[src/sv/command_byte_stream_decoder_defines.svh]
// Assertion macros shared by the command byte stream decoder.
`ifndef COMMAND_BYTE_STREAM_DECODER_DEFINES_SVH
`define COMMAND_BYTE_STREAM_DECODER_DEFINES_SVH

// Check that a condition implies another in the same cycle.
`define CBSD_ASSERT_IMPLY(label, ante, cons, msg) \
    label: assert property (@(posedge clk) disable iff (!rst_n) (ante) |-> (cons)) \
        else $error(msg);

// Check that a condition implies another in the following cycle.
`define CBSD_ASSERT_NEXT(label, ante, cons, msg) \
    label: assert property (@(posedge clk) disable iff (!rst_n) (ante) |=> (cons)) \
        else $error(msg);

`endif

[src/sv/cbsd_pkg.sv]
// Package with types and constants of the command byte stream decoder.
`default_nettype none

package cbsd_pkg;

    localparam int ROW_PIXELS = 320;
    localparam int COL_W      = 9;
    localparam logic [COL_W-1:0] COL_LAST = COL_W'(ROW_PIXELS - 1);

    localparam logic [7:0] OP_BUTTON  = 8'd1;
    localparam logic [7:0] OP_SCREEN  = 8'd16;
    localparam logic [7:0] OP_CONSOLE = 8'd21;
    localparam logic [7:0] OP_TEXTLEN = 8'd22;

    typedef enum logic [2:0] {
        EV_KEY      = 3'd0,
        EV_PIXEL    = 3'd1,
        EV_ROWSAVED = 3'd2,
        EV_TEXTLEN  = 3'd3,
        EV_CHAR     = 3'd4
    } ev_kind_t;

    typedef enum logic [2:0] {
        ST_OPCODE,
        ST_BTN_KEY,
        ST_BTN_PRESS,
        ST_SCR_ROW,
        ST_SCR_PIX,
        ST_TXT_COUNT,
        ST_TXT_CHAR,
        ST_LEN
    } fstate_t;

    typedef enum logic [2:0] {
        ROLE_KEY,
        ROLE_PRESS,
        ROLE_ROW,
        ROLE_PIXEL,
        ROLE_CHAR,
        ROLE_LEN
    } role_t;

    typedef struct packed {
        role_t            role;
        logic [7:0]       data;
        logic [COL_W-1:0] column;
        logic             last;
    } tag_t;

    typedef struct packed {
        ev_kind_t         kind;
        logic [7:0]       key_code;
        logic [7:0]       press_type;
        logic [7:0]       row_number;
        logic [COL_W-1:0] column;
        logic [7:0]       pixel_value;
        logic [7:0]       length_value;
        logic [7:0]       character;
        logic             last_char;
    } res_t;

endpackage

`default_nettype wire

[src/sv/cbsd_front.sv]
// Front end: tracks command position and tags each byte with its role.
`default_nettype none

module cbsd_front (
    input  wire logic         clk,
    input  wire logic         rst_n,
    input  wire logic         accept,
    input  wire logic [7:0]   data_byte,
    output logic              tag_valid,
    output cbsd_pkg::tag_t    tag
);
    import cbsd_pkg::*;

    fstate_t          state_reg, state_next;
    logic [COL_W-1:0] col_reg, col_next;
    logic [7:0]       total_reg, total_next;
    logic [7:0]       rcvd_reg, rcvd_next;
    logic [7:0]       rcvd_inc;

    assign rcvd_inc = 8'(rcvd_reg + 8'd1);

    // Advance the command position
    always_comb
    begin
        state_next = state_reg;
        col_next   = col_reg;
        total_next = total_reg;
        rcvd_next  = rcvd_reg;
        unique case (state_reg)
            ST_OPCODE:
            begin
                if (data_byte == OP_BUTTON)
                    state_next = ST_BTN_KEY;
                else if (data_byte == OP_SCREEN)
                    state_next = ST_SCR_ROW;
                else if (data_byte == OP_CONSOLE)
                    state_next = ST_TXT_COUNT;
                else if (data_byte == OP_TEXTLEN)
                    state_next = ST_LEN;
                else
                    state_next = ST_OPCODE;
            end
            ST_BTN_KEY:   state_next = ST_BTN_PRESS;
            ST_BTN_PRESS: state_next = ST_OPCODE;
            ST_SCR_ROW:
            begin
                state_next = ST_SCR_PIX;
                col_next   = '0;
            end
            ST_SCR_PIX:
            begin
                if (col_reg == COL_LAST)
                    state_next = ST_OPCODE;
                else
                    col_next = COL_W'(col_reg + 1'b1);
            end
            ST_TXT_COUNT:
            begin
                total_next = data_byte;
                rcvd_next  = '0;
                state_next = (data_byte == 8'd0) ? ST_OPCODE : ST_TXT_CHAR;
            end
            ST_TXT_CHAR:
            begin
                rcvd_next = rcvd_inc;
                if (rcvd_inc == total_reg)
                    state_next = ST_OPCODE;
            end
            ST_LEN:       state_next = ST_OPCODE;
            default:      state_next = ST_OPCODE;
        endcase
    end

    // Tag the current byte
    always_comb
    begin
        tag_valid  = 1'b1;
        tag.role   = ROLE_KEY;
        tag.data   = data_byte;
        tag.column = col_reg;
        tag.last   = 1'b0;
        unique case (state_reg)
            ST_OPCODE:    tag_valid = 1'b0;
            ST_BTN_KEY:   tag.role  = ROLE_KEY;
            ST_BTN_PRESS: tag.role  = ROLE_PRESS;
            ST_SCR_ROW:   tag.role  = ROLE_ROW;
            ST_SCR_PIX:
            begin
                tag.role = ROLE_PIXEL;
                tag.last = (col_reg == COL_LAST);
            end
            ST_TXT_COUNT: tag_valid = 1'b0;
            ST_TXT_CHAR:
            begin
                tag.role = ROLE_CHAR;
                tag.last = (rcvd_inc == total_reg);
            end
            ST_LEN:       tag.role  = ROLE_LEN;
            default:      tag_valid = 1'b0;
        endcase
    end

    // Update on each accepted word
    always_ff @(posedge clk or negedge rst_n)
    begin
        if (!rst_n)
        begin
            state_reg <= ST_OPCODE;
            col_reg   <= '0;
            total_reg <= '0;
            rcvd_reg  <= '0;
        end
        else if (accept)
        begin
            state_reg <= state_next;
            col_reg   <= col_next;
            total_reg <= total_next;
            rcvd_reg  <= rcvd_next;
        end
    end

endmodule

`default_nettype wire

[src/sv/cbsd_tagq.sv]
// Two-entry queue of tagged bytes between front and back end.
`default_nettype none

module cbsd_tagq (
    input  wire logic           clk,
    input  wire logic           rst_n,
    input  wire logic           wr_en,
    input  wire cbsd_pkg::tag_t wr_tag,
    output logic                q_full,
    input  wire logic           rd_en,
    output logic                q_empty,
    output cbsd_pkg::tag_t      rd_tag
);
    import cbsd_pkg::*;

    tag_t       mem_reg [2];
    logic       wr_ptr_reg, rd_ptr_reg;
    logic [1:0] cnt_reg, cnt_next;

    assign q_full  = (cnt_reg == 2'd2);
    assign q_empty = (cnt_reg == 2'd0);
    assign rd_tag  = mem_reg[rd_ptr_reg];

    // Track the fill level
    always_comb
    begin
        cnt_next = cnt_reg;
        if (wr_en && !rd_en)
            cnt_next = 2'(cnt_reg + 2'd1);
        else if (!wr_en && rd_en)
            cnt_next = 2'(cnt_reg - 2'd1);
    end

    // Store a word
    always_ff @(posedge clk)
    begin
        if (wr_en)
            mem_reg[wr_ptr_reg] <= wr_tag;
    end

    // Advance pointers
    always_ff @(posedge clk or negedge rst_n)
    begin
        if (!rst_n)
        begin
            wr_ptr_reg <= 1'b0;
            rd_ptr_reg <= 1'b0;
            cnt_reg    <= 2'd0;
        end
        else
        begin
            if (wr_en)
                wr_ptr_reg <= ~wr_ptr_reg;
            if (rd_en)
                rd_ptr_reg <= ~rd_ptr_reg;
            cnt_reg <= cnt_next;
        end
    end

endmodule

`default_nettype wire

[src/sv/cbsd_back.sv]
// Back end: executes tagged bytes and queues the resulting events.
`default_nettype none

module cbsd_back (
    input  wire logic           clk,
    input  wire logic           rst_n,
    input  wire logic           tq_empty,
    input  wire cbsd_pkg::tag_t tq_tag,
    output logic                tq_pop,
    output logic                out_empty,
    input  wire logic           out_pop,
    output cbsd_pkg::res_t      out_res
);
    import cbsd_pkg::*;

    logic [7:0] held_key_reg;
    logic [7:0] held_row_reg;
    res_t       res;
    logic       res_valid;
    logic       out_push;

    res_t       mem_reg [2];
    logic       wr_ptr_reg, rd_ptr_reg;
    logic [1:0] cnt_reg, cnt_next;
    logic       out_rd;

    assign tq_pop    = !tq_empty && (cnt_reg != 2'd2);
    assign out_push  = tq_pop && res_valid;
    assign out_empty = (cnt_reg == 2'd0);
    assign out_rd    = out_pop && !out_empty;
    assign out_res   = mem_reg[rd_ptr_reg];

    // Form the event of the head word
    always_comb
    begin
        res       = '0;
        res_valid = 1'b1;
        unique case (tq_tag.role)
            ROLE_KEY:   res_valid = 1'b0;
            ROLE_ROW:   res_valid = 1'b0;
            ROLE_PRESS:
            begin
                res.kind       = EV_KEY;
                res.key_code   = held_key_reg;
                res.press_type = tq_tag.data;
            end
            ROLE_PIXEL:
            begin
                res.kind        = tq_tag.last ? EV_ROWSAVED : EV_PIXEL;
                res.row_number  = held_row_reg;
                res.column      = tq_tag.column;
                res.pixel_value = tq_tag.data;
            end
            ROLE_CHAR:
            begin
                res.kind      = EV_CHAR;
                res.character = tq_tag.data;
                res.last_char = tq_tag.last;
            end
            ROLE_LEN:
            begin
                res.kind         = EV_TEXTLEN;
                res.length_value = tq_tag.data;
            end
            default:    res_valid = 1'b0;
        endcase
    end

    // Hold key and row bytes
    always_ff @(posedge clk or negedge rst_n)
    begin
        if (!rst_n)
        begin
            held_key_reg <= '0;
            held_row_reg <= '0;
        end
        else if (tq_pop)
        begin
            if (tq_tag.role == ROLE_KEY)
                held_key_reg <= tq_tag.data;
            if (tq_tag.role == ROLE_ROW)
                held_row_reg <= tq_tag.data;
        end
    end

    // Track the result queue fill level
    always_comb
    begin
        cnt_next = cnt_reg;
        if (out_push && !out_rd)
            cnt_next = 2'(cnt_reg + 2'd1);
        else if (!out_push && out_rd)
            cnt_next = 2'(cnt_reg - 2'd1);
    end

    // Store a result word
    always_ff @(posedge clk)
    begin
        if (out_push)
            mem_reg[wr_ptr_reg] <= res;
    end

    // Advance result queue pointers
    always_ff @(posedge clk or negedge rst_n)
    begin
        if (!rst_n)
        begin
            wr_ptr_reg <= 1'b0;
            rd_ptr_reg <= 1'b0;
            cnt_reg    <= 2'd0;
        end
        else
        begin
            if (out_push)
                wr_ptr_reg <= ~wr_ptr_reg;
            if (out_rd)
                rd_ptr_reg <= ~rd_ptr_reg;
            cnt_reg <= cnt_next;
        end
    end

endmodule

`default_nettype wire

[src/sv/command_byte_stream_decoder.sv]
// Command byte stream decoder: turns command bytes into key, pixel and text events.
// One byte is taken per clock while full is low. The front end tags each byte with
// its role in the current command and writes all but opcode and count bytes into a
// two-entry queue; the back end executes one tagged word per cycle, while its output
// has room, into a two-entry result queue. A byte that causes an event is registered
// in the tag queue, then in the result queue, whose head drives the result ports; a
// continuous stream sustains one byte per cycle as long as results are popped at the
// same rate. Only the two queues set the latency; there is no clearing pass after reset.
`default_nettype none

`include "command_byte_stream_decoder_defines.svh"

module command_byte_stream_decoder (
    input  wire logic                       clk,
    input  wire logic                       rst_n,
    input  wire logic                       push,
    output logic                            full,
    input  wire logic [7:0]                 data_byte,
    output logic                            empty,
    input  wire logic                       pop,
    output logic [2:0]                      event_kind,
    output logic [7:0]                      key_code,
    output logic [7:0]                      press_type,
    output logic [7:0]                      row_number,
    output logic [cbsd_pkg::COL_W-1:0]      column,
    output logic [7:0]                      pixel_value,
    output logic [7:0]                      length_value,
    output logic [7:0]                      character,
    output logic                            last_char
);
    import cbsd_pkg::*;

    logic accept;
    logic tag_valid;
    tag_t front_tag;
    tag_t head_tag;
    logic tq_empty;
    logic tq_pop;
    res_t res;

    assign accept = push && !full;

    cbsd_front u_front (
        .clk       (clk),
        .rst_n     (rst_n),
        .accept    (accept),
        .data_byte (data_byte),
        .tag_valid (tag_valid),
        .tag       (front_tag)
    );

    cbsd_tagq u_tagq (
        .clk     (clk),
        .rst_n   (rst_n),
        .wr_en   (accept && tag_valid),
        .wr_tag  (front_tag),
        .q_full  (full),
        .rd_en   (tq_pop),
        .q_empty (tq_empty),
        .rd_tag  (head_tag)
    );

    cbsd_back u_back (
        .clk       (clk),
        .rst_n     (rst_n),
        .tq_empty  (tq_empty),
        .tq_tag    (head_tag),
        .tq_pop    (tq_pop),
        .out_empty (empty),
        .out_pop   (pop),
        .out_res   (res)
    );

    // Drive result ports from the head of the result queue
    assign event_kind   = res.kind;
    assign key_code     = res.key_code;
    assign press_type   = res.press_type;
    assign row_number   = res.row_number;
    assign column       = res.column;
    assign pixel_value  = res.pixel_value;
    assign length_value = res.length_value;
    assign character    = res.character;
    assign last_char    = res.last_char;

    // Check event consistency
    `CBSD_ASSERT_IMPLY(a_rowsaved_col, !empty && event_kind == EV_ROWSAVED, column == COL_LAST, "row saved off the final column")
    `CBSD_ASSERT_IMPLY(a_pixel_col, !empty && event_kind == EV_PIXEL, column != COL_LAST, "pixel write on the final column")
    `CBSD_ASSERT_IMPLY(a_last_kind, !empty && last_char, event_kind == EV_CHAR, "last mark on a non-character event")
    `CBSD_ASSERT_NEXT(a_hold_head, !empty && !pop, !empty && $stable(event_kind), "waiting result changed")

endmodule

`default_nettype wire

[config.mk]
export PLATFORM = sky130hd
export DESIGN_NAME = command_byte_stream_decoder
export DESIGN_NICKNAME = d
export VERILOG_FILES = /design/src/sv/cbsd_pkg.sv /design/src/sv/cbsd_front.sv /design/src/sv/cbsd_tagq.sv /design/src/sv/cbsd_back.sv /design/src/sv/command_byte_stream_decoder.sv
export VERILOG_INCLUDE_DIRS = /design/src /design/src/sv
export SDC_FILE = /design/constraint.sdc
export NUM_CORES = 1
export LEC_CHECK = 0
export ABC_CLOCK_PERIOD_IN_PS = 5750
export BUFFER_PORTS_ARGS = -buffer_cell sky130_fd_sc_hd__clkbuf_2
export CORE_UTILIZATION = 54
export DETAILED_ROUTE_END_ITERATION = 7
export PLACE_DENSITY = 0.76
export SYNTH_ARGS = -nofsm -noshare
export SYNTH_HDL_FRONTEND = slang
export SYNTH_SLANG_ARGS = --single-unit
[constraint.sdc]
create_clock -name clk -period 5.75 [get_ports clk]
set_input_delay 0.2875 -clock clk [delete_from_list [all_inputs] [get_ports clk]]
set_output_delay 0.2875 -clock clk [all_outputs]
set_load 0.01 [all_outputs]
==> flow_summary_export.csv <==
group,metric,value,unit
status,outcome,"completed",
sta,fmax,372.4,MHz
synthesis,ys_ff_latch,216,
sta,rsz0062_at_grt,"no",
floorplanning,fp-row-count,46,
min_path,whs_path_depth,1,
cts,clk_latency,510,ps
synthesis,synth_edf_count,164,
power_and_ir_drop,internal_power,0.003804,W
floorplanning,die-height,131.2,um
floorplanning,ios,75,
placed_design,io_buffer_count,74,
global_routing,antenna_found_initial,0,
global_routing,grt.total_usage,19.93,%
layout,finalNonFillerCells,932,
cts,htree_levels,1,
floorplanning,die_x,131.2,um
routing,drtAntennaViolNets,0,
layout,layout.nets,716,
synthesis,syn_area,9014,sq um
floorplanning,initial_utilization,55.93,%
synthesis,synth_cells,623,
routing,drc,0,
min_path,hold_path.class,"primary input to register",
routing,finalWirelength,16.99,mm
sta,clock-skew-final,25.18,ps
layout,syn2layout_area_growth,14.62,%
sta,drv_slew,0,
min_path,hold_start,"data_byte[3]",
synthesis,yosys.area.top_type_share,54.64,%
worst_setup_path,reg2reg_depth,6,
global_routing,grt_max_degree,53,
cts,cts_setup_buffers,0,
placed_design,post_dp_cell_area,9569,sq um
worst_setup_path,cp_data_arrival_time,2820,ps
routing,vias,5279,
power_and_ir_drop,p_seq_share,44.3,%
power_and_ir_drop,power,0.005498,W
placed_design,dp.cells,891,
sta,slew_headroom,33.52,%
synthesis,ys_seq_area_share,69.07,%
worst_setup_path,r2r_start,"u_tagq.rd_ptr_reg$_DFFE_PN0P_",
synthesis,synth_area_per_cell,14.47,sq um
floorplanning,die_area,17210,sq um
synthesis,synthArstFlopShare,24.07,%
worst_setup_path,start_kind,"register",
cts,cts_buffer_depth,3,
sta,worstMarginPinSlew,969.5,ps
synthesis,ys.flop_type,"edfxtp_1",
sta,hold_viol,0,
sta,fin_crit,2685,ps
layout,drive_above_1_share,27.65,%
worst_setup_path,path_class,"register to register",
placed_design,post-dp-hpwl,10.83,mm
cts,ctsResizeCount,0,
power_and_ir_drop,clockPowerShare,26.4,%
cts,cts_root_buffer,"clkbuf_16",
layout,n_antenna_cell,0,
sta,setup_viol,0,
global_routing,gr-total-overflow,0,
cts,cts_sinks,216,
sta,hold_slack,39.86,ps
sta,period_share,46.70,%
sta,tns,0,ps
routing,firstDrtPassIters,4,
synthesis,ys.warnings.count,0,
worst_setup_path,critPathLaunch,"u_tagq.rd_ptr_reg$_DFFE_PN0P_",
synthesis,ys_types,52,
worst_setup_path,cp.required,5890,ps
synthesis,synthTopCellsByArea,"edfxtp_1 (55%), dfrtp_1 (14%), mux2_2 (8.7%)",
power_and_ir_drop,power_switching,0.001694,W
synthesis,yosys.area.top_type,"edfxtp_1",
worst_setup_path,rrSetupSlack,3060,ps
synthesis,synth_common_cells,"edfxtp_1 (164), nor2_1 (71), mux2_2 (70)",
power_and_ir_drop,swShare,30.82,%
power_and_ir_drop,combPwrFrac,29.3,%
routing,wire_per_inst,18.23,um
layout,largest_reg_flops,122,
power_and_ir_drop,p_per_area,532.2,nW/um^2
floorplanning,core_area,16120,sq um
cts,cts_tree,"done",
worst_setup_path,critPathCaptureType,"register",
global_routing,grt_pass1_vias,5280,
power_and_ir_drop,ir_worst_vdd,0.2992,mV
cts,hold_buffers,1,
routing,vias_per_cell,5.664,
routing,first_iter_violations,360,
layout,final_cell_area,10330,sq um
placed_design,gp_congestion,0.8663,
run,drv_cap,0,
power_and_ir_drop,p_leak,4.074,nW
worst_setup_path,cp_max_fo,34,
cts,numCtsBuffers,22,
global_routing,grt_pass1_wl,27.03,mm
cts,clkTransAtPathRegs,60,ps
synthesis,yosysMostFrequentCell,"edfxtp_1",
synthesis,synth_fp_nets,639,
==> final cells by class <==
type	instances	area [sq um]
sequential	216	6227
timing repair buffer	82	432.9
tap	216	270.3
clock buffer	34	635.6
multi-input combinational	371	2623
clock inverter	6	116.4
inverter	7	26.28
fill	1174	5784
==> logic make-up after synthesis <==
group | after synthesis | synth area share (%)
flops | 216 | 69.07
simple gates | 173 | 9.523
mux | 89 | 10.86
compound gates | 82 | 5.858
buf+inv | 36 | 1.902
xor+xnor | 23 | 2.235
fa+ha+maj | 4 | 0.5553
==> layout by cell type (no fill, tap or decap), types with 18 or more instances in the layout <==
cell type  netlist  layout
mux2i_1         19      19
and3_1          18      18
dfrtp_1         52      51
nor2_1          71      71
nand2_1         25      25
clkbuf_16        0      22
clkbuf_2         0      74
edfxtp_1       164     164
mux2_2          70      70
o21ai_0         19      19
==> critical path: stages, from the launching register on <==
cell	delay (ps)
dfrtp_1	360
buf_4	260
a211oi_1	220
a21oi_1	90
nor2_1	230
and2_2	630
buf_4	510
==> metal layers <==
layer	global-route usage, %	up-vias	wire (um)
li1	-	2490	-
met1	25.41	2590	7080
met2	35.58	170	8670
met3	3.125	29	906
met4	4.837	0	331
met5	0	-	0
==> power groups by stage <==
stage	sequential, W	clock, W	combinational (W)
floorplan	0.00242	0	0.00109
global placement	0.00243	0	0.00160
detailed placement	0.00246	0	0.00163
CTS	0.00243	0.00147	0.00164
global route	0.00248	0.00153	0.00174
finish	0.00243	0.00145	0.00161
==> worst paths after layout <==
check | end
setup / recovery | u_back.mem_reg[1][1]$_DFFE_PP_
hold / removal | u_tagq.mem_reg[1][13]$_DFFE_PP_
setup reg to reg | u_back.mem_reg[1][1]$_DFFE_PP_
hold reg to reg | u_back.held_key_reg[6]$_DFFE_PN0P_
max in group asynchronous | u_back.rd_ptr_reg$_DFFE_PN0P_
min in group asynchronous | u_front.col_reg[6]$_DFFE_PN0P_
==> metrics by stage <==
stage	utilization (%)	setup slack, ps
final	64.11	3065
after detailed placement	59.38	3030
after floorplan	-	131.5
after CTS	64.11	3027
after global routing	64.11	2870
after global placement	59.38	3094
Note: power is estimated with default switching activity, not from simulation.
